File: src/design/gda_pkg.sv
// Shared types, constants and calendar helpers for the Gregorian date adder.
// Used by gda_cal_unit and gregorian_date_adder; depends on nothing else.
package gda_pkg;

   localparam int AMOUNT_BITS   = 12;
   localparam int YEAR_LIMIT    = 9999;
   localparam int YEAR_BITS     = 14;
   localparam int MONTH_BITS    = 4;
   localparam int DAY_BITS      = 5;
   localparam int OP_BITS       = 3;
   localparam int YEAR_IW       = 16;
   localparam int RES_BITS      = 9;
   localparam int CNT_BITS      = AMOUNT_BITS + 3;
   localparam int SUM_BITS      = AMOUNT_BITS + 8;

   localparam logic [YEAR_IW-1:0]    RES_PERIOD = YEAR_IW'(400);
   localparam logic [RES_BITS-1:0]   RES_LAST   = RES_BITS'(399);
   localparam logic [MONTH_BITS-1:0] MONTH_JAN  = MONTH_BITS'(1);
   localparam logic [MONTH_BITS-1:0] MONTH_FEB  = MONTH_BITS'(2);
   localparam logic [MONTH_BITS-1:0] MONTH_DEC  = MONTH_BITS'(12);
   localparam logic [DAY_BITS-1:0]   DAY_FIRST  = DAY_BITS'(1);

   typedef enum logic [OP_BITS-1:0] {
      OP_DAYS      = 3'd0,
      OP_WEEKS     = 3'd1,
      OP_MONTHS    = 3'd2,
      OP_YEARS     = 3'd3,
      OP_DECADES   = 3'd4,
      OP_CENTURIES = 3'd5
   } op_type;

   typedef enum logic [1:0] {
      CAL_CLAMP = 2'd0,
      CAL_DAY   = 2'd1,
      CAL_MONTH = 2'd2
   } cal_op_type;

   typedef struct packed {
      logic [OP_BITS-1:0]     op;
      logic [AMOUNT_BITS-1:0] amount;
      logic [YEAR_BITS-1:0]   in_year;
      logic [MONTH_BITS-1:0]  in_month;
      logic [DAY_BITS-1:0]    in_day;
   } req_word_type;

   typedef struct packed {
      logic [YEAR_BITS-1:0]  out_year;
      logic [MONTH_BITS-1:0] out_month;
      logic [DAY_BITS-1:0]   out_day;
      logic                  overflow;
   } rsp_word_type;

   typedef struct packed {
      logic [YEAR_IW-1:0]    year;
      logic [MONTH_BITS-1:0] month;
      logic [DAY_BITS-1:0]   day;
      logic [RES_BITS-1:0]   r400;
   } cal_type;

   typedef struct packed {
      cal_type nxt;
      logic    limit_hit;
   } cal_step_type;

   function automatic logic is_leap(input logic [RES_BITS-1:0] r400);
      logic quad;
      logic cent;
      quad = (r400[1:0] == 2'd0);
      cent = (r400 == RES_BITS'(100)) || (r400 == RES_BITS'(200)) ||
             (r400 == RES_BITS'(300));
      return (quad && !cent) || (r400 == '0);
   endfunction

   function automatic logic [DAY_BITS-1:0] month_len(input logic [MONTH_BITS-1:0] month,
                                                     input logic leap);
      logic [DAY_BITS-1:0] len;
      len = DAY_BITS'(31);
      if (month == MONTH_FEB) begin
         len = leap ? DAY_BITS'(29) : DAY_BITS'(28);
      end else if ((month == MONTH_BITS'(4)) || (month == MONTH_BITS'(6)) ||
                   (month == MONTH_BITS'(9)) || (month == MONTH_BITS'(11))) begin
         len = DAY_BITS'(30);
      end
      return len;
   endfunction

endpackage

File: src/design/gda_cal_unit.sv
// Shared calendar step unit: clamp, one-day advance or one-month advance.
// Depends on gda_pkg for the date record, op codes and month lengths.
module gda_cal_unit #(
   parameter int YEAR_LIMIT = gda_pkg::YEAR_LIMIT
) (
   input  gda_pkg::cal_op_type   cal_op,
   input  gda_pkg::cal_type      cur,
   output gda_pkg::cal_step_type step
);

   localparam logic [gda_pkg::YEAR_IW-1:0] LIMIT = gda_pkg::YEAR_IW'(YEAR_LIMIT);

   logic [gda_pkg::DAY_BITS-1:0] len_cur;
   logic [gda_pkg::DAY_BITS-1:0] len_adv;
   logic                         wrap;
   logic                         hit;
   gda_pkg::cal_type             adv;

   always_comb begin
      len_cur = gda_pkg::month_len(cur.month, gda_pkg::is_leap(cur.r400));
      wrap    = (cur.month == gda_pkg::MONTH_DEC);
      hit     = wrap && (cur.year >= LIMIT);
      adv     = cur;
      if (wrap) begin
         adv.year  = cur.year + gda_pkg::YEAR_IW'(1);
         adv.month = gda_pkg::MONTH_JAN;
         adv.r400  = (cur.r400 == gda_pkg::RES_LAST) ? '0 :
                     cur.r400 + gda_pkg::RES_BITS'(1);
      end else begin
         adv.month = cur.month + gda_pkg::MONTH_BITS'(1);
      end
      len_adv = gda_pkg::month_len(adv.month, gda_pkg::is_leap(adv.r400));

      step.nxt       = cur;
      step.limit_hit = 1'b0;
      unique case (cal_op)
         gda_pkg::CAL_CLAMP: begin
            if (cur.day > len_cur) begin
               step.nxt.day = len_cur;
            end
         end
         gda_pkg::CAL_DAY: begin
            if (cur.day >= len_cur) begin
               if (hit) begin
                  step.limit_hit = 1'b1;
               end else begin
                  step.nxt     = adv;
                  step.nxt.day = gda_pkg::DAY_FIRST;
               end
            end else begin
               step.nxt.day = cur.day + gda_pkg::DAY_BITS'(1);
            end
         end
         gda_pkg::CAL_MONTH: begin
            if (hit) begin
               step.limit_hit = 1'b1;
            end else begin
               step.nxt = adv;
               if (cur.day > len_adv) begin
                  step.nxt.day = len_adv;
               end
            end
         end
         default: begin
            step.nxt = cur;
         end
      endcase
   end

endmodule

File: src/design/gregorian_date_adder.sv
// Top level of the Gregorian date adder: sequencer, year residue reduction,
// output register. Depends on gda_pkg and gda_cal_unit.
//
//   channel   ports                                 direction
//   req       req_valid, req_stall, req_word        in  (date, op, amount)
//   rsp       rsp_valid, rsp_stall, rsp_word        out (date, overflow)
//
// One word at a time. After accept the sequencer reduces the year to its residue
// modulo 400, clamps the day, then steps one day per cycle (amount or 7*amount
// days) or one month at a time until the count runs out or the limit stops the
// walk; year ops add amount, 10*amount or 100*amount, saturate at the limit, and
// reduce and clamp again. Synchronous reset clears the sequencer and rsp_valid.
// A stalled result waits in the output register while the next word is taken;
// that word holds in the last state until the register frees.
module gregorian_date_adder #(
   parameter int YEAR_LIMIT = gda_pkg::YEAR_LIMIT
) (
   input  logic                  clock,
   input  logic                  reset,
   input  logic                  req_valid,
   output logic                  req_stall,
   input  gda_pkg::req_word_type req_word,
   output logic                  rsp_valid,
   input  logic                  rsp_stall,
   output gda_pkg::rsp_word_type rsp_word
);

   localparam logic [gda_pkg::YEAR_IW-1:0]  LIMIT     = gda_pkg::YEAR_IW'(YEAR_LIMIT);
   localparam logic [gda_pkg::SUM_BITS-1:0] LIMIT_SUM = gda_pkg::SUM_BITS'(YEAR_LIMIT);

   typedef enum logic [6:0] {
      S_IDLE   = 7'b0000001,
      S_REDUCE = 7'b0000010,
      S_CLAMP  = 7'b0000100,
      S_DAY    = 7'b0001000,
      S_MONTH  = 7'b0010000,
      S_YEAR   = 7'b0100000,
      S_DONE   = 7'b1000000
   } state_type;

   state_type                         state_ff, state_in;
   gda_pkg::cal_type                  cal_ff, cal_in;
   logic [gda_pkg::OP_BITS-1:0]       op_ff, op_in;
   logic [gda_pkg::AMOUNT_BITS-1:0]   amt_ff, amt_in;
   logic [gda_pkg::CNT_BITS-1:0]      cnt_ff, cnt_in;
   logic [gda_pkg::YEAR_IW-1:0]       rem_ff, rem_in;
   logic                              ovf_ff, ovf_in;
   logic                              phase_ff, phase_in;
   logic                              rsp_valid_ff, rsp_valid_in;
   gda_pkg::rsp_word_type             rsp_word_ff, rsp_word_in;

   gda_pkg::cal_op_type               cal_op;
   gda_pkg::cal_step_type             step;
   logic [gda_pkg::YEAR_IW-1:0]       y_norm;
   logic                              y_sat;
   logic [gda_pkg::SUM_BITS-1:0]      mult_k;
   logic [gda_pkg::SUM_BITS-1:0]      new_year;
   logic                              out_free;

   gda_cal_unit #(
      .YEAR_LIMIT(YEAR_LIMIT)
   ) u_cal (
      .cal_op(cal_op),
      .cur   (cal_ff),
      .step  (step)
   );

   assign req_stall = (state_ff != S_IDLE);
   assign rsp_valid = rsp_valid_ff;
   assign rsp_word  = rsp_word_ff;
   assign out_free  = !rsp_valid_ff || !rsp_stall;

   always_comb begin
      y_norm = gda_pkg::YEAR_IW'(req_word.in_year);
      y_sat  = 1'b0;
      if (y_norm == '0) begin
         y_norm = gda_pkg::YEAR_IW'(1);
      end
      if (y_norm > LIMIT) begin
         y_norm = LIMIT;
         y_sat  = 1'b1;
      end
      unique case (op_ff)
         gda_pkg::OP_DECADES:   mult_k = gda_pkg::SUM_BITS'(10);
         gda_pkg::OP_CENTURIES: mult_k = gda_pkg::SUM_BITS'(100);
         default:               mult_k = gda_pkg::SUM_BITS'(1);
      endcase
      new_year = gda_pkg::SUM_BITS'(amt_ff) * mult_k + gda_pkg::SUM_BITS'(cal_ff.year);
   end

   always_comb begin
      state_in     = state_ff;
      cal_in       = cal_ff;
      op_in        = op_ff;
      amt_in       = amt_ff;
      cnt_in       = cnt_ff;
      rem_in       = rem_ff;
      ovf_in       = ovf_ff;
      phase_in     = phase_ff;
      rsp_valid_in = rsp_valid_ff && rsp_stall;
      rsp_word_in  = rsp_word_ff;
      cal_op       = gda_pkg::CAL_CLAMP;

      unique case (state_ff)
         S_IDLE: begin
            if (req_valid) begin
               op_in    = req_word.op;
               amt_in   = req_word.amount;
               ovf_in   = y_sat;
               phase_in = 1'b0;
               cal_in.year  = y_norm;
               cal_in.month = req_word.in_month;
               if (req_word.in_month == '0) begin
                  cal_in.month = gda_pkg::MONTH_JAN;
               end else if (req_word.in_month > gda_pkg::MONTH_DEC) begin
                  cal_in.month = gda_pkg::MONTH_DEC;
               end
               cal_in.day = (req_word.in_day == '0) ? gda_pkg::DAY_FIRST : req_word.in_day;
               cal_in.r400 = '0;
               rem_in      = y_norm;
               if (req_word.op == gda_pkg::OP_WEEKS) begin
                  cnt_in = gda_pkg::CNT_BITS'(req_word.amount) * gda_pkg::CNT_BITS'(7);
               end else begin
                  cnt_in = gda_pkg::CNT_BITS'(req_word.amount);
               end
               state_in = S_REDUCE;
            end
         end
         S_REDUCE: begin
            if (rem_ff >= gda_pkg::RES_PERIOD) begin
               rem_in = rem_ff - gda_pkg::RES_PERIOD;
            end else begin
               cal_in.r400 = rem_ff[gda_pkg::RES_BITS-1:0];
               state_in    = S_CLAMP;
            end
         end
         S_CLAMP: begin
            cal_op = gda_pkg::CAL_CLAMP;
            cal_in = step.nxt;
            if (phase_ff) begin
               state_in = S_DONE;
            end else begin
               unique case (op_ff)
                  gda_pkg::OP_DAYS,
                  gda_pkg::OP_WEEKS:     state_in = S_DAY;
                  gda_pkg::OP_MONTHS:    state_in = S_MONTH;
                  gda_pkg::OP_YEARS,
                  gda_pkg::OP_DECADES,
                  gda_pkg::OP_CENTURIES: state_in = S_YEAR;
                  default:               state_in = S_DONE;
               endcase
            end
         end
         S_DAY, S_MONTH: begin
            cal_op = (state_ff == S_DAY) ? gda_pkg::CAL_DAY : gda_pkg::CAL_MONTH;
            if (cnt_ff == '0) begin
               state_in = S_DONE;
            end else if (step.limit_hit) begin
               ovf_in   = 1'b1;
               state_in = S_DONE;
            end else begin
               cal_in = step.nxt;
               cnt_in = cnt_ff - gda_pkg::CNT_BITS'(1);
            end
         end
         S_YEAR: begin
            if (new_year > LIMIT_SUM) begin
               cal_in.year = LIMIT;
               ovf_in      = 1'b1;
            end else begin
               cal_in.year = new_year[gda_pkg::YEAR_IW-1:0];
            end
            rem_in   = cal_in.year;
            phase_in = 1'b1;
            state_in = S_REDUCE;
         end
         S_DONE: begin
            if (out_free) begin
               rsp_valid_in          = 1'b1;
               rsp_word_in.out_year  = cal_ff.year[gda_pkg::YEAR_BITS-1:0];
               rsp_word_in.out_month = cal_ff.month;
               rsp_word_in.out_day   = cal_ff.day;
               rsp_word_in.overflow  = ovf_ff;
               state_in              = S_IDLE;
            end
         end
         default: begin
            state_in = S_IDLE;
         end
      endcase
   end

   always_ff @(posedge clock) begin
      if (reset) begin
         state_ff     <= S_IDLE;
         rsp_valid_ff <= 1'b0;
      end else begin
         state_ff     <= state_in;
         rsp_valid_ff <= rsp_valid_in;
      end
   end

   always_ff @(posedge clock) begin
      cal_ff      <= cal_in;
      op_ff       <= op_in;
      amt_ff      <= amt_in;
      cnt_ff      <= cnt_in;
      rem_ff      <= rem_in;
      ovf_ff      <= ovf_in;
      phase_ff    <= phase_in;
      rsp_word_ff <= rsp_word_in;
   end

   a_accept_busy: assert property (@(posedge clock) disable iff (reset)
      (req_valid && !req_stall) |=> req_stall)
      else $error("accepted word did not start the sequencer");

   a_month_range: assert property (@(posedge clock) disable iff (reset)
      (state_ff != S_IDLE) |-> (cal_ff.month >= gda_pkg::MONTH_JAN &&
                                cal_ff.month <= gda_pkg::MONTH_DEC))
      else $error("working month out of range");

   a_year_limit: assert property (@(posedge clock) disable iff (reset)
      (state_ff != S_IDLE) |-> (cal_ff.year <= LIMIT))
      else $error("working year past limit");

   a_ovf_at_limit: assert property (@(posedge clock) disable iff (reset)
      (state_ff == S_DONE && ovf_ff) |-> (cal_ff.year == LIMIT))
      else $error("overflow raised below the year limit");

endmodule
File: config.mk
export PLATFORM = sky130hd
export DESIGN_NAME = gregorian_date_adder
export DESIGN_NICKNAME = d
export VERILOG_FILES = /design/src/design/gda_pkg.sv /design/src/design/gda_cal_unit.sv /design/src/design/gregorian_date_adder.sv
export SDC_FILE = /design/constraint.sdc
export NUM_CORES = 1
export LEC_CHECK = 0
export BUFFER_PORTS_ARGS = -buffer_cell sky130_fd_sc_hd__buf_2
export CORE_ASPECT_RATIO = 1.2
export CORE_MARGIN = 3
export CORE_UTILIZATION = 65
export CTS_BUF_LIST = sky130_fd_sc_hd__clkbuf_2
export DETAILED_ROUTE_END_ITERATION = 7
export GPL_ROUTABILITY_DRIVEN = 0
export PLACE_DENSITY = 0.93
export SYNTH_ARGS = -nofsm -noshare
export SYNTH_HDL_FRONTEND = slang
export SYNTH_SLANG_ARGS = --single-unit
File: constraint.sdc
create_clock -name clock -period 9.49 [get_ports clock]
set_clock_uncertainty 0.2 [all_clocks]
set_input_delay 0.949 -clock clock [delete_from_list [all_inputs] [get_ports clock]]
set_output_delay 0.949 -clock clock [all_outputs]
set_load 0.005 [all_outputs]
==> results by group, run 1 <==
Die
  • Chip width: 120 um
  • Die height: 142 um
  • Total core area: 0.0151 mm2
  • Starting Density: 66.9%
  • # IOs: 68
  • Row count: 49
  • Die ar.: 0.0171 mm2

Setup path
  • Critical Path AT: ~7.5 ns
  • Worst setup EP type: register
  • Crit Path Max Fanout: 17
  • Crit path buffers/inverters: 3
  • Delay of the slowest critical-path stage: 0.75 ns
  • Critical path class: register to register
  • Crit path launch: op_ff[1]
  • CP max-delay cell: nor2_1
  • Startpoint Class: register
  • Critical path, cell by cell: nand2b_1, nor2_1, and2_1, ha_1, xor2_1, fa_1, inv_1, fa_1, inv_1, fa_1, inv_1, ha_1, or2_2, or3_1, o22ai_1, o21ai_0, mux2i_1, or4_4, nor3_4, nor3_1
  • Cell family with most CP delay: simple AND/OR/NAND/NOR gates
  • Reg-to-reg critical path startpoint: op_ff[1]
  • CP required: between 9 and 10 ns

Final layout
  • Layout cells sized above 1: ~10%
  • Register area: 0.00334 mm2
  • Nets: 1302
  • Layout area overhead: 7.24%
  • Fillers: roughly 1100
  • Area occupied by multi-input gates: 0.00617 mm2
  • Final Cell Area: 0.0108 mm2

CTS
  • Worst-path clk slew: 0.18 ns
  • Max Root-Sink Buffers: 2
  • Insertion delay of the later-clocked pin in the worst-skew pair: 0.68 ns
  • Sinks on the clock net: 114
  • Cts hold-fix bufs: 0
  • TritonCTS clock tree: built
  • Setup bufs post-CTS: 0
  • TritonCTS buffer count: 17
  • Post-CTS resize count: 0
  • CTS Root Cell: clkbuf_2
  • CTS H-tree lvls: 4

Place
  • I/O Buffers: 67
  • Dpl hpwl: roughly 19 mm
  • Placed Instance Area: 0.0106 mm2

Route
  • Routed WL per cell: 18.0 um
  • Max layer used: met4
  • Remaining DRCs: 0
  • 1st-iter DRT viols: 885
  • Routed wl met2: 11.9 mm
  • DR pass1 iterations: 7
  • Via count: 8387
  • Vias per inst: 6.30
  • Antenna Nets Post-Route: 0
  • Met1 wire length: between 9 and 10 mm
  • Met3 wire len: 1.82 mm
  • Drt total wl: 23.9 mm

Global route
  • Grt ovf: 0
  • Vias in the first global route: 8269
  • Pin count of the biggest net entering global routing: 26
  • GRT Overall Usage: 28.6%
  • First-pass GRT wire length: 39.4 mm
  • Initial antenna violation count: 1

STA
  • Worst slew pin tran: 1.26 ns
  • Final setup violation count: 0
  • Sum Neg Setup Slack: 0 ns
  • Fin crit share: 76.9%
  • Setup repair after global routing missed its margin: false
  • Final Hold Fails: 0
  • Min Tclk post-route: 7.30 ns
  • Max frequency: 0.137 GHz
  • Slew Viols, Final: 0
  • Slew headroom: between 15 and 20%

Flow run
  • Count of maximum capacitance violations: 0

Logic synthesis
  • Sequential share of the synthesized area: 33.1%
  • Number of synthesized flops with an enable pin: 106
  • Cells after Synth: 1052
  • Yosys warns: 0
  • Distinct cells, synth: 73
  • Asr flop ratio synth: 0%
  • FF+latch count, synth: 114
  • Mapped cell area: 0.0101 mm2
  • Most used DFF post-synth: edfxtp_1
  • Syn_nets: 1240
  • Mapped Avg Cell Area: approximately 9.6 um2

Hold path
  • Min-delay src: req_word[35]
  • Hold crit path type: input pin to register

Pwr
  • Leakage power: 4.77 nW
  • PD cells: 178 mW/mm2
  • Worst vdd ir: 0.135 mV

Status
  • Status: completed
==> worst register-to-register path, stage by stage (launching register included) <==
cell and delay, ns:
edfxtp_1 0.50, nand2b_1 0.39, nor2_1 0.76, and2_1 0.29
ha_1 0.27, xor2_1 0.19, fa_1 0.48, inv_1 0.06
fa_1 0.54, inv_1 0.06, fa_1 0.53, inv_1 0.04
ha_1 0.25, or2_2 0.34, or3_1 0.31, o22ai_1 0.25
o21ai_0 0.17, mux2i_1 0.16, or4_4 0.63, nor3_4 0.52
nor3_1 0.14
==> Yosys cell counts, drive strengths merged, types with 20 or more instances <==
master / n / area [um2]
ha: 88 / 1100
edfxtp: 106 / 3180
nor2: 76 / 285
inv: 123 / 462
a21o: 30 / 225
clkbuf: 25 / 93.8
xor2: 21 / 184
nand2: 89 / 334
fa: 58 / 1160
xnor2: 41 / 359
a21oi: 59 / 295
and3: 20 / 125
o21ai: 33 / 165
nor3: 25 / 136
nand3: 23 / 115
==> worst paths after layout <==
kind / to / cells past startpoint / slack (ns)
setup reg to reg: ovf_ff / 20 / 2.19
hold / removal: op_ff[0] / 1 / 0.26
hold reg to reg: rsp_word[0] / 0 / 0.30
setup / recovery: ovf_ff / 20 / 2.19
==> state kept, by name, indices dropped and copies added, names as in the netlist <==
signal	flops
amt_ff	12
cal_ff	34
cnt_ff	15
op_ff	3
ovf_ff	1
phase_ff	1
rem_ff	16
rsp_valid	1
rsp_word	24
state_ff	7
==> final cells by class <==
| class | instances | share of cell area (%) |
|---|---|---|
| Sequential cell | 114 | 30.9 |
| Clock buffer | 20 | 0.925 |
| Inverter | 124 | 4.30 |
| Tap cell | 204 | 2.36 |
| Multi-Input combinational cell | 786 | 57.0 |
| Clock inverter | 12 | 1.10 |
| Antenna cell | 1 | 0.0231 |
| Timing Repair Buffer | 71 | 3.38 |
==> placed cells by master, fill, tap and decap left out, drive strengths merged, types with 33 or more instances in the layout <==
cell type | synthesis | final
nand2 | 89 | 89
ha | 88 | 88
o21ai | 33 | 33
fa | 58 | 58
nor2 | 76 | 76
a21oi | 59 | 59
buf | 3 | 71
xnor2 | 41 | 41
inv | 123 | 123
edfxtp | 106 | 106
==> per-stage QoR <==
stage                     instances  util [%]  power (mW)  worst slack [ns]  hold WS, ns
final                          1332      71.7        1.93              2.19        0.262
after global routing           1332      71.7        2.06              1.79        0.219
after CTS                      1331      71.7        1.91              2.28        0.230
after detailed placement       1299      70.3        1.60              2.35        0.256
after global placement         1299      70.3        1.55              2.59        0.248
after floorplan                1052         -        1.39              3.23        0.200
==> metal layers <==
layer | vias to the layer above | global-route usage [%]
met5 | - | 0
met4 | 0 | 12.5
met3 | 103 | 5.09
met2 | 489 | 50.0
met1 | 3908 | 35.0
li1 | 3887 | -
==> power breakdown <==
part	total, mW	switching, mW	internal (mW)
registers	0.691	0.0674	0.623
clock network	0.316	0.195	0.120
logic	0.919	0.554	0.365
==> kinds of logic after synthesis <==
logic type	Yosys count	share of synthesized area, %
buffers and inverters	152	5.80
AOI/OAI and AO/OA	238	16.0
muxes	4	0.446
xor gates and xnor gates	62	5.38
DFF	114	33.1
adders and majority gates	146	22.4
and+or+nand+nor	336	16.8
Note: power is estimated with default switching activity, not from simulation.
==> run 2: changes to the inputs <==
--- a/config.mk
+++ b/config.mk
@@ -8,11 +8,11 @@
 export BUFFER_PORTS_ARGS = -buffer_cell sky130_fd_sc_hd__buf_2
 export CORE_ASPECT_RATIO = 1.2
 export CORE_MARGIN = 3
-export CORE_UTILIZATION = 65
+export CORE_UTILIZATION = 64
 export CTS_BUF_LIST = sky130_fd_sc_hd__clkbuf_2
 export DETAILED_ROUTE_END_ITERATION = 7
 export GPL_ROUTABILITY_DRIVEN = 0
-export PLACE_DENSITY = 0.93
+export PLACE_DENSITY = 0.92
 export SYNTH_ARGS = -nofsm -noshare
 export SYNTH_HDL_FRONTEND = slang
 export SYNTH_SLANG_ARGS = --single-unit
==> constraint.sdc (replaced) <==
create_clock -name clock -period 7.6 [get_ports clock]
set_clock_uncertainty 0.2 [all_clocks]
set_input_delay 0.76 -clock clock [delete_from_list [all_inputs] [get_ports clock]]
set_output_delay 0.76 -clock clock [all_outputs]
set_load 0.005 [all_outputs]
==> run 2 against run 1 <==
Worst setup slack got worse by 1.5 ns. Final area is 0.97% higher. Non-clock buffer count did not move. Highest routed layer unchanged. Via count grew 1.5%. Count of clock-buffer cells in the layout fell by 2. Core utilization up 0.11 points. Global-route usage is essentially flat. Critical endpoint unchanged. Hold slack lost 0.20 ns. Fmax up 4.9%.
==> results by group, run 2 (synthesis results as in run 1) <==
Die
  • Total core area: 0.0152 mm2 (was 0.0151 mm2)
  • Row count: 49 (unchanged)
  • Die ar.: 0.0173 mm2 (was 0.0171 mm2)
  • Starting Density: 66.4% (was 66.9%)
  • # IOs: 68 (unchanged)
  • Chip width: 121 um (was 120 um)
  • Die height: 144 um (was 142 um)

Status
  • Status: completed (unchanged)

Setup path
  • Critical path class: register to register (unchanged)
  • Crit Path Max Fanout: 17 (unchanged)
  • CP required: 7.83 ns (was 9.73 ns)
  • R2R cell count: 21 (was 20)
  • Worst setup EP type: register (unchanged)
  • Critical Path AT: 7.19 ns (was 7.53 ns)
  • Startpoint Class: register (unchanged)

Place
  • I/O Buffers: 67 (unchanged)
  • Setup Slack @ Placement: 0.768 ns (was 2.35 ns)
  • Placed Instance Area: 0.0106 mm2 (unchanged)
  • # placed instances: 1299 (unchanged)
  • Dpl hpwl: 18.7 mm (was 18.6 mm)

CTS
  • TritonCTS buffer count: 17 (unchanged)
  • Setup bufs post-CTS: 0 (unchanged)
  • CTS Root Cell: clkbuf_2 (unchanged)
  • Post-CTS resize count: 0 (unchanged)
  • TritonCTS clock tree: built (unchanged)
  • Insertion delay of the later-clocked pin in the worst-skew pair: 0.69 ns (was 0.68 ns)
  • Worst-path clk slew: 0.19 ns (was 0.18 ns)
  • Max Root-Sink Buffers: 2 (unchanged)
  • CTS H-tree lvls: 4 (unchanged)
  • Cts hold-fix bufs: 0 (unchanged)
  • Sinks on the clock net: 114 (unchanged)

Hold path
  • Hold Path Stages: 1 (unchanged)
  • Hold crit path type: input pin to register (unchanged)

Pwr
  • Sw Ratio: 40.9% (was 42.4%)
  • Worst vdd ir: 0.155 mV (was 0.135 mV)
  • Leakage power: 4.82 nW (was 4.77 nW)
  • Gate power share: 45.5% (was 47.7%)
  • Clock power frac: 21.0% (was 16.4%)
  • PD cells: 235 mW/mm2 (was 178 mW/mm2)
  • Psw: 1.05 mW (was 0.817 mW)
  • Sequential power share: 33.5% (was 35.9%)
  • Pwr Total: 2.57 mW (was 1.93 mW)
  • P_int: 1.52 mW (was 1.11 mW)

Global route
  • Initial antenna violation count: 1 (unchanged)
  • Grt ovf: 0 (unchanged)
  • Pin count of the biggest net entering global routing: 26 (unchanged)
  • GRT Overall Usage: 28.7% (was 28.6%)
  • Vias in the first global route: 8483 (was 8269)
  • First-pass GRT wire length: 39.9 mm (was 39.4 mm)

STA
  • Max frequency: 0.144 GHz (was 0.137 GHz)
  • Worst slew pin tran: 1.25 ns (was 1.26 ns)
  • Slew headroom: 16.5% (was 16.1%)
  • Final Hold Fails: 0 (unchanged)
  • Setup repair after global routing missed its margin: false (unchanged)
  • Min Tclk post-route: 6.96 ns (was 7.30 ns)
  • Slew Viols, Final: 0 (unchanged)
  • Sum Neg Setup Slack: 0 ns (unchanged)
  • Fin crit share: 91.5% (was 76.9%)
  • Setup ws final: 0.645 ns (was 2.19 ns)
  • Final setup violation count: 0 (unchanged)

Route
  • Drt total wl: 24.4 mm (was 23.9 mm)
  • DR pass1 iterations: 6 (was 7)
  • Vias per inst: 6.39 (was 6.30)
  • Antenna Nets Post-Route: 0 (unchanged)
  • Remaining DRCs: 0 (unchanged)
  • Via count: 8510 (was 8387)
  • 1st-iter DRT viols: 882 (was 885)
  • Routed WL per cell: 18.3 um (was 18.0 um)

Final layout
  • Nets: 1302 (unchanged)
  • Final Cell Area: 0.0109 mm2 (was 0.0108 mm2)
  • Final std cells w/o fill: 1332 (unchanged)
  • Register with the most flip-flops: cal_ff (unchanged)
  • Commonest cells after routing, fill and taps aside: inv_1, edfxtp_1, nand2_1 (unchanged)
  • Layout area overhead: 8.28% (was 7.24%)
  • Layout cells sized above 1: 10.5% (was 10.4%)
  • Number of flip-flops in the largest register: 34 (unchanged)
  • Commonest non-fill, non-tap cell in the layout: inv_1 (unchanged)

Flow run
  • Count of maximum capacitance violations: 0 (unchanged)
-- run 2: critical path, cell delays in order (launching register included) --
cell	delay, ns
edfxtp_1	0.51
nand2b_1	0.40
nor2_1	0.21
buf_4	0.23
and2_1	0.21
ha_1	0.28
xor2_1	0.19
fa_1	0.49
inv_1	0.05
fa_1	0.53
inv_1	0.06
fa_1	0.53
inv_1	0.05
ha_1	0.24
or2_2	0.34
or3_1	0.32
o22ai_1	0.23
o21ai_0	0.17
mux2i_1	0.14
or4_4	0.63
nor3_4	0.54
nor3_1	0.14
-- run 2: area by class of cell --
| cell class | instances | area, um2 |
|---|---|---|
| antenna | 1 | 2.50 |
| clock buffer | 18 | 90.1 |
| clock inverter | 14 | 234 |
| fill | 1093 | 4280 |
| inverter | 124 | 465 |
| multi-input combinational | 786 | 6170 |
| sequential | 114 | 3340 |
| tap | 204 | 255 |
| timing repair buffer | 71 | 365 |
-- run 2: worst paths after layout --
check                                    to  slack, ns         start
worst max register to register       ovf_ff       0.64      op_ff[1]
worst min-delay path               op_ff[0]       0.06  req_word[35]
worst min register to register  rsp_word[0]       0.30        ovf_ff
worst max-delay path                 ovf_ff       0.64      op_ff[1]
-- run 2: power by group through the flow --
stage / Sequential [mW] / Clock (mW) / Combinational (mW)
after floorplan: 0.840 / 0 / 0.891
after global placement: 0.867 / 0 / 1.07
after detailed placement: 0.872 / 0 / 1.12
after CTS: 0.857 / 0.535 / 1.14
after global routing: 0.869 / 0.561 / 1.30
final: 0.861 / 0.540 / 1.17
-- run 2: metrics by stage --
stage                     hold slack, ns  utilization, %
after floorplan                    0.200               -
after global placement             0.249            69.7
after detailed placement           0.268            69.7
after CTS                         0.0520            71.8
after global routing              0.0609            71.9
final                             0.0635            71.9
-- run 2: layer usage --
metal	global-route usage (%)	routed length (um)	vias up
li1	-	-	3881
met1	34.9	9330	4014
met2	49.5	12100	504
met3	4.92	1840	111
met4	14.3	1060	0
met5	0	0	-
